File: src/rtl/pgsa_pkg.sv
// ----------------------------------------------------------------------------
// pgsa_pkg: PWM generator share allocator shared definitions
// Pool sizes, code limits, sequencer states and the pool control words.
// ----------------------------------------------------------------------------
`default_nettype none

package pgsa_pkg;

  localparam int NUM_GENERATORS = 8;
  localparam int NUM_CHANNELS   = 33;
  localparam int GEN_W          = (NUM_GENERATORS > 1) ? $clog2(NUM_GENERATORS) : 1;

  localparam logic [NUM_CHANNELS-1:0] CHAN_ONE = NUM_CHANNELS'(1);
  localparam logic [GEN_W-1:0]        GEN_LAST = GEN_W'(NUM_GENERATORS - 1);

  localparam logic [31:0] PERIOD_LO_NS = 32'd4000000;
  localparam logic [31:0] PERIOD_HI_NS = 32'd1000000000;
  // 25 * period / 100000000 reduces to period / 4000000
  localparam logic [31:0] PCODE_DIV    = 32'd4000000;
  localparam logic [7:0]  FULL_DUTY    = 8'd255;
  localparam logic [7:0]  PCODE_MIN    = 8'd1;
  localparam logic [7:0]  PCODE_MAX    = 8'd250;

  typedef enum logic [1:0] {
    STATUS_OK    = 2'd0,
    STATUS_RANGE = 2'd1,
    STATUS_BUSY  = 2'd2
  } status_t;

  typedef enum logic [3:0] {
    S_IDLE,
    S_CHECK,
    S_DUTY,
    S_PERIOD,
    S_EVAL,
    S_DETACH,
    S_SCAN,
    S_ATTACH,
    S_RESPOND
  } state_t;

  typedef enum logic [1:0] {
    POOL_NOP,
    POOL_SCAN,
    POOL_DETACH,
    POOL_ATTACH
  } pool_cmd_t;

  typedef struct packed {
    pool_cmd_t               cmd;
    logic [NUM_CHANNELS-1:0] chan_bit;
    logic [7:0]              dcode;
    logic [7:0]              pcode;
    logic [GEN_W-1:0]        target;
  } pool_ctrl_t;

  typedef struct packed {
    logic             scan_done;
    logic             match_found;
    logic [GEN_W-1:0] match_idx;
    logic             free_found;
    logic [GEN_W-1:0] free_idx;
    logic             cur_found;
    logic [GEN_W-1:0] cur_idx;
  } pool_stat_t;

  // generator number as reported on the 3-bit result field
  function automatic logic [2:0] gen_field(input logic [GEN_W-1:0] idx);
    logic [GEN_W+2:0] wide;
    wide = {3'b000, idx};
    return wide[2:0];
  endfunction

endpackage

`default_nettype wire

File: src/rtl/pwm_generator_share_allocator.sv
// ----------------------------------------------------------------------------
// pwm_generator_share_allocator: shares PWM generators among channels
// Converts duty and period to codes on a shared divider, then scans the
// generator pool to attach, detach or report the channel.
// ----------------------------------------------------------------------------
//  channel  | handshake     | words
//  ---------+---------------+----------------------------------------------
//  request  | start / busy  | action channel enabled duty_ns period_len inverted
//  result   | done strobe   | status generator attached duty_code period_code
//
// done comes after S_CHECK for an ignored or rejected request, after S_DETACH
// for a release, and for a zero duty or an apply after two divider passes
// (duty, then period), S_EVAL, then S_DETACH or a scan of all eight pool
// generators and, if there is room, S_ATTACH; S_IDLE precedes the next request.
// busy is high from the cycle after a request is taken until the done cycle.
// Reset clears the user sets of all generators; no clearing pass is needed.
// The result is held for the single done cycle; the receiver cannot stall.
// ----------------------------------------------------------------------------
`default_nettype none

module pwm_generator_share_allocator (
  input  wire logic        clk,
  input  wire logic        rst,
  input  wire logic        start,
  output logic             busy,
  input  wire logic        action,
  input  wire logic [5:0]  channel,
  input  wire logic        enabled,
  input  wire logic [31:0] duty_ns,
  input  wire logic [31:0] period_len,
  input  wire logic        inverted,
  output logic             done,
  output logic [1:0]       status,
  output logic [2:0]       generator,
  output logic             attached,
  output logic [7:0]       duty_code,
  output logic [7:0]       period_code
);

  pgsa_pkg::state_t     state;
  pgsa_pkg::state_t     state_next;
  pgsa_pkg::pool_ctrl_t pool_ctrl;
  pgsa_pkg::pool_stat_t pool_stat;
  pgsa_pkg::status_t    res_status;

  logic        act;
  logic [5:0]  chan;
  logic        en;
  logic [31:0] duty;
  logic [31:0] per;
  logic        inv;

  logic [2:0]  res_gen;
  logic        res_att;
  logic [7:0]  dcode;
  logic [7:0]  pcode;
  logic [pgsa_pkg::GEN_W-1:0] target;

  logic        chan_ok;
  logic        per_ok;
  logic [31:0] duty_eff;
  logic [39:0] duty_num;
  logic [pgsa_pkg::NUM_CHANNELS-1:0] chan_bit;

  logic        div_start;
  logic [39:0] div_num;
  logic [31:0] div_den;
  logic        div_done;
  logic [7:0]  div_quot;

  assign chan_ok  = ({1'b0, chan} < 7'(pgsa_pkg::NUM_CHANNELS));
  assign per_ok   = (per >= pgsa_pkg::PERIOD_LO_NS) && (per <= pgsa_pkg::PERIOD_HI_NS);
  assign duty_eff = en ? duty : 32'd0;
  // 255 * duty as (duty << 8) - duty
  assign duty_num = {duty_eff, 8'b0} - {8'b0, duty_eff};
  assign chan_bit = pgsa_pkg::CHAN_ONE << chan;

  pgsa_div u_div (
    .clk   (clk),
    .rst   (rst),
    .start (div_start),
    .num   (div_num),
    .den   (div_den),
    .done  (div_done),
    .quot  (div_quot)
  );

  pgsa_pool u_pool (
    .clk  (clk),
    .rst  (rst),
    .ctrl (pool_ctrl),
    .stat (pool_stat)
  );

  always_ff @(posedge clk) begin
    if (rst) begin
      state <= pgsa_pkg::S_IDLE;
    end else begin
      state <= state_next;
    end
  end

  always_comb begin
    state_next = state;
    unique case (state)
      pgsa_pkg::S_IDLE: begin
        if (start) state_next = pgsa_pkg::S_CHECK;
      end
      pgsa_pkg::S_CHECK: begin
        if (!chan_ok)     state_next = pgsa_pkg::S_RESPOND;
        else if (act)     state_next = pgsa_pkg::S_DETACH;
        else if (!per_ok) state_next = pgsa_pkg::S_RESPOND;
        else              state_next = pgsa_pkg::S_DUTY;
      end
      pgsa_pkg::S_DUTY: begin
        if (div_done) state_next = pgsa_pkg::S_PERIOD;
      end
      pgsa_pkg::S_PERIOD: begin
        if (div_done) state_next = pgsa_pkg::S_EVAL;
      end
      pgsa_pkg::S_EVAL: begin
        state_next = (dcode == 8'd0) ? pgsa_pkg::S_DETACH : pgsa_pkg::S_SCAN;
      end
      pgsa_pkg::S_DETACH: begin
        state_next = pgsa_pkg::S_RESPOND;
      end
      pgsa_pkg::S_SCAN: begin
        if (pool_stat.scan_done) begin
          if (pool_stat.match_found || pool_stat.free_found) begin
            state_next = pgsa_pkg::S_ATTACH;
          end else begin
            state_next = pgsa_pkg::S_RESPOND;
          end
        end
      end
      pgsa_pkg::S_ATTACH: begin
        state_next = pgsa_pkg::S_RESPOND;
      end
      pgsa_pkg::S_RESPOND: begin
        state_next = pgsa_pkg::S_IDLE;
      end
      default: state_next = pgsa_pkg::S_IDLE;
    endcase
  end

  always_comb begin
    busy               = (state != pgsa_pkg::S_IDLE);
    done               = (state == pgsa_pkg::S_RESPOND);
    div_start          = 1'b0;
    div_num            = duty_num;
    div_den            = per;
    pool_ctrl.cmd      = pgsa_pkg::POOL_NOP;
    pool_ctrl.chan_bit = chan_bit;
    pool_ctrl.dcode    = dcode;
    pool_ctrl.pcode    = pcode;
    pool_ctrl.target   = target;
    unique case (state)
      pgsa_pkg::S_CHECK: begin
        div_start = chan_ok && !act && per_ok;
      end
      pgsa_pkg::S_DUTY: begin
        // chain the period pass right behind the duty pass
        div_start = div_done;
        div_num   = {8'b0, per};
        div_den   = pgsa_pkg::PCODE_DIV;
      end
      pgsa_pkg::S_EVAL: begin
        if (dcode != 8'd0) pool_ctrl.cmd = pgsa_pkg::POOL_SCAN;
      end
      pgsa_pkg::S_DETACH: begin
        pool_ctrl.cmd = pgsa_pkg::POOL_DETACH;
      end
      pgsa_pkg::S_ATTACH: begin
        pool_ctrl.cmd = pgsa_pkg::POOL_ATTACH;
      end
      default: begin
      end
    endcase
  end

  always_ff @(posedge clk) begin
    if (start && !busy) begin
      act  <= action;
      chan <= channel;
      en   <= enabled;
      duty <= duty_ns;
      per  <= period_len;
      inv  <= inverted;
    end
    case (state)
      pgsa_pkg::S_CHECK: begin
        res_status <= (chan_ok && !act && !per_ok) ? pgsa_pkg::STATUS_RANGE
                                                   : pgsa_pkg::STATUS_OK;
        res_gen    <= 3'd0;
        res_att    <= 1'b0;
        dcode      <= 8'd0;
        pcode      <= 8'd0;
      end
      pgsa_pkg::S_DUTY: begin
        if (div_done) dcode <= inv ? (pgsa_pkg::FULL_DUTY - div_quot) : div_quot;
      end
      pgsa_pkg::S_PERIOD: begin
        if (div_done) begin
          if (div_quot < pgsa_pkg::PCODE_MIN)      pcode <= pgsa_pkg::PCODE_MIN;
          else if (div_quot > pgsa_pkg::PCODE_MAX) pcode <= pgsa_pkg::PCODE_MAX;
          else                                     pcode <= div_quot;
        end
      end
      pgsa_pkg::S_SCAN: begin
        if (pool_stat.scan_done) begin
          if (pool_stat.match_found) begin
            target  <= pool_stat.match_idx;
            res_gen <= pgsa_pkg::gen_field(pool_stat.match_idx);
            res_att <= 1'b1;
          end else if (pool_stat.free_found) begin
            target  <= pool_stat.free_idx;
            res_gen <= pgsa_pkg::gen_field(pool_stat.free_idx);
            res_att <= 1'b1;
          end else begin
            // no room: report where the channel still sits
            res_status <= pgsa_pkg::STATUS_BUSY;
            if (pool_stat.cur_found) begin
              res_gen <= pgsa_pkg::gen_field(pool_stat.cur_idx);
              res_att <= 1'b1;
            end
          end
        end
      end
      default: begin
      end
    endcase
  end

  assign status      = res_status;
  assign generator   = res_gen;
  assign attached    = res_att;
  assign duty_code   = dcode;
  assign period_code = pcode;

  a_done_single: assert property (@(posedge clk) disable iff (rst)
    done |=> !done)
    else $error("done held for more than one cycle");

  a_accept_busy: assert property (@(posedge clk) disable iff (rst)
    (start && !busy) |=> busy)
    else $error("request taken but busy stayed low");

  a_range_clean: assert property (@(posedge clk) disable iff (rst)
    (done && status == pgsa_pkg::STATUS_RANGE) |->
      (!attached && duty_code == 8'd0 && period_code == 8'd0))
    else $error("range reject carries computed fields");

  a_attach_codes: assert property (@(posedge clk) disable iff (rst)
    (done && attached && status == pgsa_pkg::STATUS_OK) |->
      (duty_code != 8'd0 && period_code != 8'd0))
    else $error("attached with a zero code");

endmodule

`default_nettype wire

File: src/rtl/pgsa_div.sv
// ----------------------------------------------------------------------------
// pgsa_div: shared restoring divider
// 40-bit by 32-bit, one compare-subtract per cycle, 8-bit quotient
// saturated to 255. Nine steps; done pulses the cycle after the last.
// ----------------------------------------------------------------------------
`default_nettype none

module pgsa_div (
  input  wire logic        clk,
  input  wire logic        rst,
  input  wire logic        start,
  input  wire logic [39:0] num,
  input  wire logic [31:0] den,
  output logic             done,
  output logic [7:0]       quot
);

  logic [39:0] rem;
  logic [39:0] dsh;
  logic [8:0]  q;
  logic [3:0]  cnt;
  logic        running;
  logic        ge;

  assign ge = (rem >= dsh);

  always_ff @(posedge clk) begin
    if (rst) begin
      running <= 1'b0;
      done    <= 1'b0;
    end else begin
      done <= 1'b0;
      if (start) begin
        running <= 1'b1;
      end else if (running && cnt == 4'd0) begin
        running <= 1'b0;
        done    <= 1'b1;
      end
    end
  end

  always_ff @(posedge clk) begin
    if (start) begin
      rem <= num;
      dsh <= {den, 8'b0};
      q   <= '0;
      cnt <= 4'd8;
    end else if (running) begin
      // first step tests den << 8: a set bit there means quotient >= 256
      if (ge) begin
        rem <= rem - dsh;
      end
      q   <= {q[7:0], ge};
      dsh <= {1'b0, dsh[39:1]};
      cnt <= cnt - 4'd1;
    end
  end

  assign quot = q[8] ? 8'hFF : q[7:0];

endmodule

`default_nettype wire

File: src/rtl/pgsa_pool.sv
// ----------------------------------------------------------------------------
// pgsa_pool: generator table and scanner
// Holds user sets and codes of each generator; scans one generator per
// cycle for a match, a free one and the channel's current one.
// ----------------------------------------------------------------------------
`default_nettype none

module pgsa_pool (
  input  wire logic                 clk,
  input  wire logic                 rst,
  input  wire pgsa_pkg::pool_ctrl_t ctrl,
  output pgsa_pkg::pool_stat_t      stat
);

  logic [pgsa_pkg::NUM_CHANNELS-1:0] users [pgsa_pkg::NUM_GENERATORS];
  logic [7:0]                        gduty [pgsa_pkg::NUM_GENERATORS];
  logic [7:0]                        gper  [pgsa_pkg::NUM_GENERATORS];

  logic [pgsa_pkg::GEN_W-1:0]        idx;
  logic                              scanning;
  logic [pgsa_pkg::NUM_CHANNELS-1:0] u;
  logic                              hit_match;
  logic                              hit_free;
  logic                              hit_cur;

  always_comb begin
    u         = users[idx];
    hit_match = (|u) &&
                ((gduty[idx] == ctrl.dcode && gper[idx] == ctrl.pcode) ||
                 (ctrl.dcode == pgsa_pkg::FULL_DUTY && gduty[idx] == pgsa_pkg::FULL_DUTY));
    hit_free  = ((u & ~ctrl.chan_bit) == '0);
    hit_cur   = |(u & ctrl.chan_bit);
  end

  always_ff @(posedge clk) begin
    if (rst) begin
      for (int g = 0; g < pgsa_pkg::NUM_GENERATORS; g++) begin
        users[g] <= '0;
      end
      scanning         <= 1'b0;
      idx              <= '0;
      stat.scan_done   <= 1'b0;
      stat.match_found <= 1'b0;
      stat.free_found  <= 1'b0;
      stat.cur_found   <= 1'b0;
    end else begin
      stat.scan_done <= 1'b0;
      unique case (ctrl.cmd)
        pgsa_pkg::POOL_SCAN: begin
          scanning         <= 1'b1;
          idx              <= '0;
          stat.match_found <= 1'b0;
          stat.free_found  <= 1'b0;
          stat.cur_found   <= 1'b0;
        end
        pgsa_pkg::POOL_DETACH: begin
          for (int g = 0; g < pgsa_pkg::NUM_GENERATORS; g++) begin
            users[g] <= users[g] & ~ctrl.chan_bit;
          end
        end
        pgsa_pkg::POOL_ATTACH: begin
          for (int g = 0; g < pgsa_pkg::NUM_GENERATORS; g++) begin
            if (pgsa_pkg::GEN_W'(g) == ctrl.target) begin
              users[g] <= users[g] | ctrl.chan_bit;
            end else begin
              users[g] <= users[g] & ~ctrl.chan_bit;
            end
          end
        end
        default: begin
        end
      endcase
      if (scanning) begin
        // keep the lowest index of each kind
        if (hit_match && !stat.match_found) begin
          stat.match_found <= 1'b1;
          stat.match_idx   <= idx;
        end
        if (hit_free && !stat.free_found) begin
          stat.free_found <= 1'b1;
          stat.free_idx   <= idx;
        end
        if (hit_cur && !stat.cur_found) begin
          stat.cur_found <= 1'b1;
          stat.cur_idx   <= idx;
        end
        if (idx == pgsa_pkg::GEN_LAST) begin
          scanning       <= 1'b0;
          stat.scan_done <= 1'b1;
        end else begin
          idx <= idx + 1'b1;
        end
      end
    end
  end

  always_ff @(posedge clk) begin
    if (ctrl.cmd == pgsa_pkg::POOL_ATTACH) begin
      gduty[ctrl.target] <= ctrl.dcode;
      gper[ctrl.target]  <= ctrl.pcode;
    end
  end

endmodule

`default_nettype wire
File: config.mk
export PLATFORM = sky130hd
export DESIGN_NAME = pwm_generator_share_allocator
export DESIGN_NICKNAME = d
export VERILOG_FILES = /design/src/rtl/pgsa_pkg.sv /design/src/rtl/pwm_generator_share_allocator.sv /design/src/rtl/pgsa_div.sv /design/src/rtl/pgsa_pool.sv
export SDC_FILE = /design/constraint.sdc
export NUM_CORES = 1
export LEC_CHECK = 0
export BUFFER_PORTS_ARGS = -buffer_cell sky130_fd_sc_hd__buf_4
export CAP_MARGIN = 20
export CORE_ASPECT_RATIO = 0.5
export CORE_UTILIZATION = 33
export CTS_CLUSTER_DIAMETER = 40
export DETAILED_ROUTE_END_ITERATION = 8
export SYNTH_ARGS = -nofsm -noshare
export SYNTH_HDL_FRONTEND = slang
export SYNTH_HIERARCHICAL = 1
export SYNTH_SLANG_ARGS = --single-unit
File: constraint.sdc
create_clock -name clk -period 5.2 [get_ports clk]
set_input_delay 0 -clock clk [delete_from_list [all_inputs] [get_ports clk]]
set_output_delay 0 -clock clk [all_outputs]
set_load 0.01 [all_outputs]
# == Word level (Yosys, flattened, before mapping) ==
# Memory sizes are Yosys's and may differ from the RTL's. A register that Yosys moved wholly into a read port is not among the register bits.
# Index checks and enable logic that the tools add are counted.
# totals
register_bits,214
mem_bits_rw,392
inputBits,76
output_inout_bits,24
word_cells,329
n_memories,3
# classes
addsub,5
order_cmp,6
eq_ne,30
shifts,1
mux,161
bitwise_logic,45
n_reduce_logical,49
# memory_table
name,words,width,read_ports,rd_clocked_by_memory_dff,write_ports,line_no,text
u_pool.users,8,33,9,1,8,pgsa_pool.sv:15,logic [pgsa_pkg::NUM_CHANNELS-1:0] users [pgsa_pkg::NUM_GENERATORS];
u_pool.gduty,8,8,1,1,1,pgsa_pool.sv:16,logic [7:0] gduty [pgsa_pkg::NUM_GENERATORS];
u_pool.gper,8,8,1,1,1,pgsa_pool.sv:17,logic [7:0] gper [pgsa_pkg::NUM_GENERATORS];
# ops
operator,n
33-bit two-way mux,24
33-bit bitwise AND,10
33-bit OR,8
40-bit two-way mux,6
1-bit two-way mux,87
33-bit OR reduction,2
32-bit two-way mux,2
8-bit two-way mux,6
4-bit two-way mux,11
40-bit greater-or-equal comparator,1
40-bit by 32-bit subtractor with 40-bit output,1
40-bit subtractor,1
3-bit two-way mux,12
33-bit logical NOT,1
33-bit NOT,1
"1-bit by 6-bit left shift with 33-bit output, first input constant",1
"32-bit by 22-bit greater-or-equal comparator with 1-bit output, second input constant",1
"32-bit by 30-bit less-or-equal comparator with 1-bit output, second input constant",1
8-bit one-hot mux with 2 select lines,2
4-bit one-hot mux with 7 select lines,1
1-bit OR,24
"4-bit by 3-bit == test with 1-bit output, second input constant",4
8-bit == test,2
"8-bit == test, second input constant",2
38 further kinds,86

# == Depth between registers and ports, before layout ==
# Gate-level depths: netlist of the first run.
# depth
word_depth,10
mapped_depth,18
mapped_depth_nobuf,13

# == By module ==
# Netlist of the first run, hierarchy kept.
# by_module_without_submodules
module,n_inst,cells_per_inst,area_each_um2,seq_area_each_um2
pgsa_pool,1,1710,21296.7,12201.7
pwm_generator_share_allocator,1,782,6929.1,3022.9
pgsa_div,1,692,6371.1,2622.5

# == Worst setup path after synthesis of the first run ==
# No wires, ideal clock.
# synth_timing
path_kind,register -> register
from,register state[1]
to,"register act, enable pin"
setup_ns,0.505
arrival_ns,4.187
required_ns,4.695
path_slack_ns,0.508
stages_incl_launch_ff,4
n_path_buf,1
period_less_slack_ns,4.692
cell_sequence,dfxtp_1 -> clkbuf_1 -> or4_1 -> nor2_1
# synth_between
elab_chain_len,3
# synth_lines
element,line_no,text
start: declaration,pwm_generator_share_allocator.sv:40,pgsa_pkg::state_t state;
start signal: assignment,pwm_generator_share_allocator.sv:97,state <= pgsa_pkg::S_IDLE;
start signal: assignment,pwm_generator_share_allocator.sv:99,state <= state_next;
4-bit nonzero test,pwm_generator_share_allocator.sv:147,busy = (state != pgsa_pkg::S_IDLE);
named net busy,pwm_generator_share_allocator.sv:25,"output logic busy,"
1-bit logical NOT,pwm_generator_share_allocator.sv:182,if (start && !busy) begin
1-bit logical AND,pwm_generator_share_allocator.sv:182,
end signal: assignment,pwm_generator_share_allocator.sv:183,act <= action;
end: declaration,pwm_generator_share_allocator.sv:46,logic act;
# The timed path passes the listed nets, and every way through them passes these cells.
# A chain may end at the register's enable or synchronous reset.

# == Worst setup path in the final report of the first run ==
# layout_timing
from,register en
to,"register u_div.rem[38], data pin"
# layout_between
elab_chain_len,4
# layout_lines
element,line_no,text
start: declaration,pwm_generator_share_allocator.sv:48,logic en;
start signal: assignment,pwm_generator_share_allocator.sv:185,en <= enabled;
32-bit two-way mux,pwm_generator_share_allocator.sv:73,assign duty_eff = en ? duty : 32'd0;
40-bit by 32-bit subtractor with 40-bit output,pwm_generator_share_allocator.sv:75,"assign duty_num = {duty_eff, 8'b0} - {8'b0, duty_eff};"
40-bit two-way mux,pwm_generator_share_allocator.sv:157,unique case (state)
named net div_num[38],pwm_generator_share_allocator.sv:66,logic [39:0] div_num;
40-bit two-way mux,pgsa_div.sv:43,if (start) begin
end signal: assignment,pgsa_div.sv:44,rem <= num;
end signal: assignment,pgsa_div.sv:51,rem <= rem - dsh;
end: declaration,pgsa_div.sv:18,logic [39:0] rem;
# The timed path passes the listed nets, and every way through them passes these cells.

==> results.toml, run 1 <==
[finish]
final_layout_size_suffix_gt1_frac = 0.147
design.final.nets = 3449
fill_cells = 9953
post-route-util = 0.392
areaGrowthSynthToFinish_pct = 17.0

[timing]
final-max-slew-violation-count = 0
fin_worst_skew_ns = 0.0310
timing.final.crit_share = 0.800
final_hold_viol_count = 0
period_needed_ns = 4.16
setup_viol_count_final = 0
worst_pin_slew_ns = 0.979
rsz0062_at_grt = "no"
max-slew-margin-rel = 0.345
total_negative_setup_slack_ns = 0
maxClockFrequency_mhz = 240

[synth]
ys_seq_elements = 606
synth_fp_nets = 3330
postSynth.asyncResetShare = 0
ys_seq_area_frac = 0.516
ys_dominant_reg_cell = "edfxtp_1"
synth_edf_count = 571
synth.lib_cells_used.distinct = 98
synthCells = 3184
ys.warnings.count = 6
post_synth_instance_area_um2 = 34600
avg_cell_area_syn_um2 = 10.9

[floorplanning]
dieHeight_um = 231
initial_cell_density_of_the_core = 0.335
coreArea_um2 = 103000
design.die.area_um2 = 106000
rows = 83
ios = 100
floorplan.die.width_um = 460

[clocking]
max-clock-path-buffers = 3
postCtsSetupBuffers = 0
hold_buffers = 75
cts-root-buf = "clkbuf_16"
clkTransAtPathRegs_ns = 0.06
cts_max_level = 3
tritoncts = "built"
clkLatencyLatePin_ns = 0.67
cts.repair.resized = 0
cts.sinks = 606
cts_made_buffers = 85

[drt]
first_iter_violations = 2444
dr_total_vias = 25757
drtPass1Iterations = 6
detail_route.vias_per_cell = 5.39
route.antenna.remaining_nets = 0
drcViolationCount = 0
wl_per_instance_um = 20.7
route.final.wire_length_um = 98900

[outcome]
status = "finished, final reports clean"

[global_routing]
overall_routing_resource_usage = 0.184
grt_pass1_wl_um = 151000
grt_start_max_net_pins = 76
grt_pass1_vias = 25101
overflow = 0
initial_antenna_violation_count = 1

[worst_setup_path]
reg2reg_depth = 12
crit_slowest_cell = "edfxtp_1"
path_class = "reg -> reg"
critPathRequiredTime_ns = 5.68
endpoint_of_the_lowest_slack_register_to_register_path = "u_div/rem[38]"
rr_startpoint = "en"
critPathArrivalTime_ns = 4.64
r2r_slack_ns = 1.04
timing.critical_path.cells = "buf_4, nand2_1, ha_1, nand4_1, or3_1, o22a_4, a311oi_4, nand2_1, o221ai_1, a21oi_1, or3_1, a211oi_1"
critical_path_start = "en"
timing.critical_path.slowest_cell_delay_ns = 0.87
critical_path.endpoint_type = "flop"
worstSetupStartpointType = "flop"
cp_num_cells = 12
critPathTopFamily = "simple AND/OR/NAND/NOR gates"
path_max_fanout = 23
cp_num_buf_inv = 1

[power]
powerDensity_nw_per_um2 = 357
peakVddDrop_v = 0.000308
power.leakage_uw = 0.0143

[place]
gp_congestion = 0.892
detailedPlacementHpwl_um = 65200
portBuffers = 99

[min_path]
hold_depth = 2
worstHoldPathType = "in -> reg"
timing.hold.worst_endpoint = "chan[5]"
hold_path.startpoint = "channel[5]"

[job]
max-cap-violations = 0
## area by class of cell
class | instances | area, µm² | share of cell area
clock inverter | 65 | 633 | 0.0156
tap | 1402 | 1750 | 0.0433
timing repair buffer | 265 | 2240 | 0.0553
sequential | 606 | 17900 | 0.441
clock buffer | 92 | 2240 | 0.0553
multi-input combinational | 2221 | 15300 | 0.378
antenna | 1 | 2.50 | 0.0000618
inverter | 124 | 465 | 0.0115
## worst reg2reg max path, stage by stage, from the launching register on
cell	delay [ns]
edfxtp_1	0.87
buf_4	0.37
nand2_1	0.13
ha_1	0.41
nand4_1	0.20
or3_1	0.43
o22a_4	0.25
a311oi_4	0.47
nand2_1	0.11
o221ai_1	0.12
a21oi_1	0.10
or3_1	0.38
a211oi_1	0.16
## placed cells by master (no fill, tap or decap), types with 31 or more instances in the layout
cell | synthesis | routed
mux2_2 | 34 | 34
xnor2_1 | 38 | 38
nor2_1 | 388 | 382
clkbuf_16 | 0 | 88
nand4_1 | 37 | 37
inv_1 | 124 | 124
dfxtp_1 | 35 | 32
ha_1 | 69 | 69
edfxtp_1 | 571 | 571
buf_4 | 25 | 185
a21o_1 | 99 | 99
mux2i_1 | 240 | 240
mux4_2 | 58 | 58
nand2_1 | 324 | 322
a22o_1 | 34 | 34
nand2b_1 | 45 | 44
xor2_1 | 36 | 36
a21oi_1 | 163 | 163
and2_1 | 37 | 36
nand3_1 | 31 | 31
nor3_1 | 68 | 62
dlygate4sd3_1 | 0 | 75
o21ai_0 | 155 | 155
## synthesized netlist by cell type, types with 13 or more instances
cell        n  area (µm²)
edfxtp_1  571       17100
nor2_1    388        1460
nand2_1   324        1220
mux2i_1   240        2400
a21oi_1   163         816
clkbuf_1  162         608
o21ai_0   155         776
inv_1     124         465
a21o_1     99         743
ha_1       69         863
nor3_1     68         340
mux4_2     58        1310
nand2b_1   45         282
xnor2_1    38         333
and2_1     37         231
nand4_1    37         231
xor2_1     36         315
dfxtp_1    35         701
a22o_1     34         298
mux2_2     34         383
nand3_1    31         155
nor2b_1    26         163
buf_4      25         188
o22a_1     25         219
o22ai_1    22         138
and3_1     20         125
a22oi_1    19         143
or2_2      19         119
buf_1      18        67.6
a211oi_1   17         128
nor4_1     16         100
buf_2      15        75.1
o211ai_1   15         113
or3_1      13        81.3
## worst max-delay path by stage
stage                                to
after floorplan                     act
after global placement    u_div/rem[38]
after detailed placement  u_div/rem[38]
after CTS                 u_div/rem[38]
after global routing      u_div/rem[38]
final                     u_div/rem[38]
## power by group
group          internal [µW]  total, µW  switching, µW  leakage, µW
Combinational            983       2520           1540      0.00703
Sequential              5770       6080            318      0.00584
Clock                   3510       5840           2340      0.00138
Total                  10300      14400           4190       0.0143
## metal layers
layer  global-route usage  part of all wire  up-vias
met3               0.0357             0.075      159
met2                0.294              0.46      995
met1                0.254              0.44    12595
li1                     -                 -    12008
met4               0.0484             0.022        0
met5                    0                 0        -
## stage by stage
step	instances	area, µm²	setup slack, ns	power [µW]	hold slack, ns
after global routing	4776	40500	0.673	15100	0.0313
after global placement	4541	36800	1.12	8600	0.178
after floorplan	3184	34600	0.508	7800	0.0721
final	4776	40500	1.04	14400	0.0675
after detailed placement	4542	36800	1.08	8620	0.179
after CTS	4774	40500	1.06	14500	0.0188
## cell families after synthesis
family / Yosys count / synth area share
and+or+nand+nor: 1066 / 0.140
AOI/OAI and AO/OA: 669 / 0.129
DFF: 606 / 0.516
buffers and inverters: 357 / 0.0457
muxes: 342 / 0.125
xor gates and xnor gates: 74 / 0.0187
adders and majority gates: 70 / 0.0255
No activity file was read; power rests on OpenSTA's default activity.
==> inputs of run 2 (changes only) <==
- clock period: 5.2 -> 4 ns (I/O delays scaled with it)
==> run 2 against run 1 <==
Effect of this change:
- sequential share of layout area shrank 0.63 points
- sequential power grew 29%
- hold slack lost 0.023 ns
- total power grew 33%
- maximum frequency grew 12%
- clock power grew 37%
- critical path depth grew 1
- non-clock buffer count grew 31
- global-route usage grew 0.14 points
- flip-flop and latch count is the same
- largest power group is now the clock network
==> results.toml, run 2 (synthesized netlist as in run 1, its figures left out) <==
[power]
powerDensity_nw_per_um2 = 468
totalPowerFinal_uw = 19200
peakVddDrop_v = 0.000371
power.leakage_uw = 0.0145

[clocking]
clkLatencyLatePin_ns = 0.68
postCtsSetupBuffers = 0
cts_max_level = 3
cts.sinks = 606
max-clock-path-buffers = 3
clkTransAtPathRegs_ns = 0.06
cts_made_buffers = 88
tritoncts = "built"
cts-root-buf = "clkbuf_16"

[global_routing]
initial_antenna_violation_count = 1
grt_start_max_net_pins = 83
overflow = 0
grt_pass1_vias = 25449
grt_pass1_wl_um = 153000
overall_routing_resource_usage = 0.185

[floorplanning]
floorplan.die.width_um = 460
coreArea_um2 = 103000
initial_cell_density_of_the_core = 0.335
design.die.area_um2 = 106000
dieHeight_um = 231
rows = 83
ios = 100

[place]
portBuffers = 99
gp_congestion = 0.904
placedCellCount = 4567
detailedPlacementHpwl_um = 65000

[worst_setup_path]
critPathRequiredTime_ns = 4.49
path_class = "reg -> reg"
critical_path.endpoint_type = "flop"
critPathArrivalTime_ns = 4.19
path_max_fanout = 42
worstSetupStartpointType = "flop"

[drt]
detail_route.vias_per_cell = 5.41
wl_per_instance_um = 20.5
drcViolationCount = 0
route.final.wire_length_um = 98900
first_iter_violations = 2531
route.antenna.remaining_nets = 0
dr_total_vias = 26028
drtPass1Iterations = 5

[finish]
post-route-util = 0.398
finalNonFillerCells = 4813
most_common_cell_after_layout_fill_and_taps_aside = "edfxtp_1"
design.final.nets = 3483
areaGrowthSynthToFinish_pct = 18.7
layout_common_cells = "edfxtp_1, nor2_1, nand2_1"
final_layout_size_suffix_gt1_frac = 0.153

[job]
max-cap-violations = 0

[outcome]
status = "finished, final reports clean"

[timing]
final-max-slew-violation-count = 0
max-slew-margin-rel = 0.302
total_negative_setup_slack_ns = 0
period_needed_ns = 3.70
worst_pin_slew_ns = 1.05
fin_hold_ws_ns = 0.0444
fin_worst_skew_ns = 0.0270
maxClockFrequency_mhz = 270
rsz0062_at_grt = "no"
timing.final.crit_share = 0.925
final_hold_viol_count = 0
setup_viol_count_final = 0

[min_path]
worstHoldPathType = "in -> reg"
==> run 2: cell types whose count changed in the layout (fill, tap and decap cells not counted), moves of 2 or more <==
cell           change
clkinv_8           +2
buf_12            +14
clkbuf_1           +8
clkbuf_16          +2
buf_4             +10
clkinv_1           -5
dlygate4sd3_1      +7
inv_8              +5
clkinvlp_4         -3
clkinv_4           -7
bufinv_16          +2
inv_16             +2
==> run 2: power by group <==
group | leakage (µW) | switching [µW] | internal [µW]
Clock | 0.00147 | 3160 | 4830
Combinational | 0.00723 | 2050 | 1310
Sequential | 0.00584 | 364 | 7500
==> run 2: what timing repair did <==
action                                  in CTS  in global routing
gates resized for setup                      0                  0
hold buffers                                82                  0
endpoints found under the setup margin       0                  0
hold endpoints to repair                    95                  0
==> run 2: metrics by stage <==
stage / instance area (µm²) / setup WS (ns)
after floorplan: 34600 / 0.0566
after global placement: 37200 / 0.410
after detailed placement: 37200 / 0.341
after CTS: 41100 / 0.356
after global routing: 41100 / 0.0855
final: 41100 / 0.300
==> run 2: per-layer routing <==
| metal | vias to the layer above | track usage | routed length [µm] |
|---|---|---|---|
| met5 | - | 0 | 0 |
| met4 | 0 | 0.0515 | 2270 |
| met3 | 176 | 0.0389 | 7430 |
| met2 | 959 | 0.294 | 45300 |
| met1 | 12814 | 0.255 | 43800 |
| li1 | 12079 | - | - |
==> run 2: area by class of cell <==
class / count / area (µm²)
multi-input cells: 2221 / 15300
repair buffers: 296 / 2670
fillers: 9790 / 62200
inverters: 124 / 465
well taps: 1402 / 1750
clock buffers: 101 / 2300
flip-flops and latches: 606 / 17900
diodes: 1 / 2.50
clock inverters: 62 / 728
==> run 2: path summary, 6_finish.rpt <==
check	startpoint	depth (start not counted)	slack, ns	end
max	en	13	0.30	u_div/rem[38]
min	duty_ns[6]	2	0.04	duty[6]
max reg2reg	en	13	0.30	u_div/rem[38]
min reg2reg	u_div/q[0]	2	0.49	u_div/q[0]
==> run 2: critical path, cell delays in order (launching register included) <==
cell	delay (ns)
edfxtp_1	0.41
buf_12	0.20
nand2_1	0.13
inv_1	0.06
ha_1	0.39
a21oi_1	0.22
or4b_1	0.49
o211ai_2	0.20
o22a_4	0.21
a311oi_4	0.15
o221ai_1	0.38
a21oi_1	0.11
or3_1	0.39
a211oi_1	0.18
